`config.mk`:
```
export PLATFORM = sky130hd
export DESIGN_NAME = bbc_stack
export DESIGN_NICKNAME = d
export VERILOG_FILES = /design/src/hw/rtl/bbc_pkg.sv /design/src/hw/rtl/bbc_stack.sv
export SDC_FILE = /design/constraint.sdc
export NUM_CORES = 2
export LEC_CHECK = 0
export BUFFER_PORTS_ARGS = -buffer_cell sky130_fd_sc_hd__buf_2
export CORE_MARGIN = 2
export CORE_UTILIZATION = 45
export CTS_CLUSTER_DIAMETER = 100
export DETAILED_ROUTE_END_ITERATION = 7
export PLACE_DENSITY = 0.65
export SLEW_MARGIN = 10
export SYNTH_ARGS = -nofsm -noshare
export SYNTH_HDL_FRONTEND = slang
export SYNTH_SLANG_ARGS = --single-unit
export TNS_END_PERCENT = 1
```
`constraint.sdc`:
```
create_clock -name clk -period 18.4 [get_ports clk]
set_clock_uncertainty 0.2 [all_clocks]
set_input_delay 4.6 -clock clk [delete_from_list [all_inputs] [get_ports clk]]
set_output_delay 4.6 -clock clk [all_outputs]
set_load 0.01 [all_outputs]
```
`src/hw/rtl/bbc_pkg.sv`:
```
// bbc_pkg: shared types, operation codes and byte classification for the
// bracket balance checker; used by bbc_front, bbc_stack and the top level
`default_nettype none

package bbc_pkg;

    // default number of stack entries
    localparam int unsigned STACK_DEPTH_DEFAULT = 1024;

    localparam int unsigned BYTE_W = 8;
    localparam int unsigned KIND_W = 2;

    // stack operation codes
    localparam logic [1:0] OP_NONE = 2'd0;
    localparam logic [1:0] OP_PUSH = 2'd1;
    localparam logic [1:0] OP_POP  = 2'd2;

    // bracket kind codes
    localparam logic [KIND_W-1:0] KIND_ROUND  = 2'd0;
    localparam logic [KIND_W-1:0] KIND_SQUARE = 2'd1;
    localparam logic [KIND_W-1:0] KIND_ANGLE  = 2'd2;
    localparam logic [KIND_W-1:0] KIND_CURLY  = 2'd3;

    // classified byte, as queued between front and back
    typedef struct packed {
        logic [1:0]        op;
        logic [KIND_W-1:0] kind;
        logic              last;
    } bbc_op_t;

    // map one text byte onto a stack operation
    function automatic bbc_op_t classify(input logic [BYTE_W-1:0] b, input logic last);
        bbc_op_t r;
        r.last = last;
        r.op   = OP_NONE;
        r.kind = KIND_ROUND;
        unique case (b)
            8'h28: begin r.op = OP_PUSH; r.kind = KIND_ROUND;  end
            8'h5b: begin r.op = OP_PUSH; r.kind = KIND_SQUARE; end
            8'h3c: begin r.op = OP_PUSH; r.kind = KIND_ANGLE;  end
            8'h7b: begin r.op = OP_PUSH; r.kind = KIND_CURLY;  end
            8'h29: begin r.op = OP_POP;  r.kind = KIND_ROUND;  end
            8'h5d: begin r.op = OP_POP;  r.kind = KIND_SQUARE; end
            8'h3e: begin r.op = OP_POP;  r.kind = KIND_ANGLE;  end
            8'h7d: begin r.op = OP_POP;  r.kind = KIND_CURLY;  end
            default: r.op = OP_NONE;
        endcase
        return r;
    endfunction

endpackage

`default_nettype wire

```
`src/hw/rtl/bbc_stack.sv`:
```
// bbc_stack: stack engine that carries out queued push and pop operations
// and registers the verdict of each sequence; uses bbc_pkg
`default_nettype none

module bbc_stack
#(
    parameter int unsigned STACK_DEPTH = bbc_pkg::STACK_DEPTH_DEFAULT
)
(
    input  wire logic             clk,
    input  wire logic             rst_n,
    input  wire logic             op_valid,
    output logic                  op_ready,
    input  wire bbc_pkg::bbc_op_t op,
    output logic                  out_valid,
    input  wire logic             out_ready,
    output logic                  out_balanced,
    output logic                  out_overflowed
);

    localparam int unsigned DW = $clog2(STACK_DEPTH + 1);
    localparam int unsigned AW = (STACK_DEPTH > 1) ? $clog2(STACK_DEPTH) : 1;
    localparam logic [DW-1:0] FULL = DW'(STACK_DEPTH);

    // stack body; top two entries are mirrored in registers
    logic [bbc_pkg::KIND_W-1:0] mem [STACK_DEPTH];

    logic [DW-1:0]              depth_reg, depth_next;
    logic                       mismatch_reg, mismatch_next;
    logic                       overflow_reg, overflow_next;
    logic [bbc_pkg::KIND_W-1:0] top_reg, top_next;
    logic [bbc_pkg::KIND_W-1:0] second_reg, second_next;
    logic [bbc_pkg::KIND_W-1:0] third_reg;
    logic                       out_valid_reg, out_valid_next;
    logic                       balanced_reg, overflowed_reg;
    logic                       take, wr_en, load_out;
    logic [DW-1:0]              depth_step;
    logic [AW-1:0]              rd_addr;

    // a last beat waits until the verdict register is free
    assign op_ready = !op.last || !out_valid_reg || out_ready;
    assign take     = op_valid && op_ready;
    assign load_out = take && op.last;

    // one stack step
    always_comb
    begin
        depth_step    = depth_reg;
        mismatch_next = mismatch_reg;
        overflow_next = overflow_reg;
        top_next      = top_reg;
        second_next   = second_reg;
        wr_en         = 1'b0;
        if (take && !mismatch_reg && !overflow_reg)
        begin
            unique case (op.op)
                bbc_pkg::OP_PUSH:
                begin
                    if (depth_reg == FULL)
                    begin
                        overflow_next = 1'b1;
                    end
                    else
                    begin
                        wr_en       = 1'b1;
                        top_next    = op.kind;
                        second_next = top_reg;
                        depth_step  = depth_reg + DW'(1);
                    end
                end
                bbc_pkg::OP_POP:
                begin
                    if (depth_reg == '0 || top_reg != op.kind)
                    begin
                        mismatch_next = 1'b1;
                    end
                    else
                    begin
                        top_next    = second_reg;
                        second_next = third_reg;
                        depth_step  = depth_reg - DW'(1);
                    end
                end
                default:
                begin
                    depth_step = depth_reg;
                end
            endcase
        end
        // sequence state clears after the verdict
        depth_next = load_out ? '0 : depth_step;
        rd_addr    = AW'(depth_next - DW'(3));
    end

    // verdict register
    always_comb
    begin
        out_valid_next = out_valid_reg;
        if (load_out)
        begin
            out_valid_next = 1'b1;
        end
        else if (out_ready)
        begin
            out_valid_next = 1'b0;
        end
    end

    always_ff @(posedge clk or negedge rst_n)
    begin
        if (!rst_n)
        begin
            depth_reg     <= '0;
            mismatch_reg  <= 1'b0;
            overflow_reg  <= 1'b0;
            out_valid_reg <= 1'b0;
        end
        else
        begin
            depth_reg     <= depth_next;
            mismatch_reg  <= load_out ? 1'b0 : mismatch_next;
            overflow_reg  <= load_out ? 1'b0 : overflow_next;
            out_valid_reg <= out_valid_next;
        end
    end

    // cached top entries and verdict payload
    always_ff @(posedge clk)
    begin
        top_reg    <= top_next;
        second_reg <= second_next;
        if (load_out)
        begin
            balanced_reg   <= !mismatch_next && !overflow_next && (depth_step == '0);
            overflowed_reg <= overflow_next;
        end
    end

    // stack memory: write at the old depth, prefetch the third entry down
    always_ff @(posedge clk)
    begin
        if (wr_en)
        begin
            mem[depth_reg[AW-1:0]] <= op.kind;
        end
        third_reg <= mem[rd_addr];
    end

    assign out_valid      = out_valid_reg;
    assign out_balanced   = balanced_reg;
    assign out_overflowed = overflowed_reg;

endmodule

`default_nettype wire

```
==> flow_summary.ini <==
[run_status]
outcome = completed

[timing]
layout_min_cycle_time_ns = 11.99
drv_slew = 0
rsz0062_at_grt = no
min_period_over_period_pct = 65.15
tightest_slew_ns = 1.258
fin_tns_setup_ns = 0
max_slew_margin_pct = 15.94
max_freq_mhz = 83.42
hold_ws_ns = 0.3593
setup_viol = 0
setup_slack_ns = 6.412
hold_viol = 0

[route]
drtPass1Iterations = 8
via_count = 50636
viasPerCell = 6.311
drc_errors = 0
ant_nets = 0
wl_per_cell_um = 31.18
wl_mm = 250.2
first_iter_violations = 7910

[clocking]
cts_resized = 0
numCtsBuffers = 205
ctsHtreeMaxLevel = 4
clock_sinks = 2070
clockRootBuffer = clkbuf_16
cts_hold_buf = 0
cts_setup_buffers = 0
cts_buffer_depth = 3
cts_tree = yes
clk_pin_slew_worst_paths_ns = 0.06
clock_latency_ns = 0.87

[synthesis]
synthTopCellsByArea = edfxtp_1 (71%), mux4_2 (11%), nor2_1 (4.9%)
ys_seq_area_share_pct = 71.75
synth_nets = 5439
muxShareOfSynthArea_pct = 13.07
yosysTopAreaCellShare_pct = 71.30
synth_area_um2 = 86510
synth_largest_area_cell = edfxtp_1
synth_area_per_cell_um2 = 15.96
synthAdderAreaFrac_pct = 0.1157
yosys.cell_types.count = 102
yosys_warnings = 0
synth_ff_type = edfxtp_1
synth_seq_cells = 2070
synth-edff-count = 2054
async_flop_share_pct = 0.6763
synthSimpleGateAreaFrac_pct = 8.980
synth_cells = 5422
synth_top_family_by_area = multiplexers
synth_compound_area_share_pct = 3.445
synth_xor_area_share_pct = 0.1200

[layout]
regArea_um2 = 62070
fin_util_pct = 50.24
layout_common_cells = edfxtp_1 (2054), nor2_1 (1116), mux4_2 (412)
multi_input_area_um2 = 22670
final_common_cell = edfxtp_1
fill_cells = 15727
final_cells = 8023
drive_above_1_share_pct = 17.77
fin_area_um2 = 95750
nets = 5349
largest_reg_flops = 2048
syn_to_final_growth_pct = 10.68

[setup_path]
cp.arrival_ns = 12.56
end_kind = register
crit_type = in2reg
cp.required_ns = 18.98
startpoint_type = input port
critical_path.startpoint = op[2]
crit_path_max_fanout = 122
rr_startpoint = depth_reg[0]$_DFF_PN0_

[power]
switching_share_pct = 31.46
pwr-share-seq_pct = 41.5
comb_power_share_pct = 25.8
clock_power_share_pct = 32.7
p_leak_nw = 29.81
power_switching_mw = 3.951
power_density_nw_per_um2 = 131.1
p_int_mw = 8.606
peakVddDrop_uv = 128.6
power_mw = 12.56

[grt]
grt_pass1_wl_mm = 358.3
antenna_found_initial = 14
grt_pass1_vias = 50219
grt_max_degree = 203
grt.total_usage_pct = 25.29
grt.overflow.total = 0

[die]
num_rows = 160
design.core.area_um2 = 190600
ios = 13
dieArea_um2 = 195800
chipWidth_um = 442.5
die_h_um = 442.5
initial_core_util_pct = 45.39

[placed_design]
port_buffers = 12
hpwlAfterDp_mm = 135.4
place_ws_ns = 5.796
placed_area_um2 = 89160
dp.cells = 7636
gp_congestion = 0.8984

[min_path]
hold_path.class = reg2reg
min_from = second_reg[0]$_DFFE_PP_

[job]
drv_cap = 0
## path summary, 6_finish.rpt
kind | end | cells past startpoint | slack [ns]
max | third_reg[1]$_DFF_P_ | 19 | 6.41
min | top_reg[0]$_DFFE_PP_ | 1 | 0.36
max reg2reg | third_reg[1]$_DFF_P_ | 20 | 8.67
min reg2reg | top_reg[0]$_DFFE_PP_ | 1 | 0.36
max in group asynchronous | depth_reg[2]$_DFF_PN0_ | 1 | 14.21
min in group asynchronous | mismatch_reg$_DFF_PN0_ | 1 | 3.46
## Yosys cell counts, types with 13 or more instances
library cell and count:
o2111ai_1 14, edfxtp_1 2054, mux2i_1 177, and3_1 30
clkbuf_1 287, nand2_1 398, o22ai_1 16, buf_4 38
inv_1 19, a32oi_1 14, a21oi_1 57, buf_6 25
buf_1 15, a31oi_1 24, buf_2 77, nand3_1 178
o221ai_1 13, a211oi_1 41, mux2_2 23, mux4_2 412
o211ai_1 26, nor4_1 26, nor2_1 1120, dfrtp_1 14
a221oi_1 36, o21ai_0 36, nor3_1 30, nand4_1 23
## power by group through the flow
stage,Combinational (mW),Clock [mW],Sequential (mW)
2_1_floorplan,2.00,0,5.30
3_3_place_gp,3.19,0,5.31
3_5_place_dp,3.19,0,5.31
4_1_cts,3.20,4.14,5.21
5_1_grt,3.36,4.32,5.21
6_report,3.24,4.11,5.21
## worst max-delay path: stages
cell and delay, ns:
buf_8 0.52, xor2_1 0.24, nor2_1 0.40, a211oi_2 0.20, o31ai_4 0.26, buf_4 0.54
inv_4 0.32, ha_4 0.28, inv_1 0.14, o2111a_1 0.76, nand3_1 0.39, nand2_4 0.55
buf_4 0.69, nand2_1 0.71, o221ai_1 0.40, a32oi_1 0.13, o2111ai_1 0.82, nand4_1 0.17
o22ai_1 0.20
## routing by layer
| layer | share of wire, % | track usage [%] |
|---|---|---|
| met1 | 38 | 35.71 |
| met2 | 46 | 39.14 |
| met3 | 12 | 4.947 |
| met4 | 4.1 | 9.459 |
| met5 | 0.018 | 0 |
## area by class of cell
class | instances | area share [%]
sequential | 2070 | 64.83
multi-input combinational | 2888 | 23.67
clock buffer | 241 | 5.521
tap | 2511 | 3.281
clock inverter | 143 | 1.346
timing repair buffer | 146 | 1.260
inverter | 21 | 0.08494
antenna | 3 | 0.007840
## cell families after synthesis
| group | after synthesis |
|---|---|
| AO/OA/AOI/OAI | 387 |
| XOR/XNOR | 11 |
| adder cells (fa/ha/maj) | 8 |
| buffers and inverters | 464 |
| flip-flops | 2070 |
| multiplexers | 612 |
| AND/OR/NAND/NOR | 1870 |
Power figures use the tool's default switching activity.
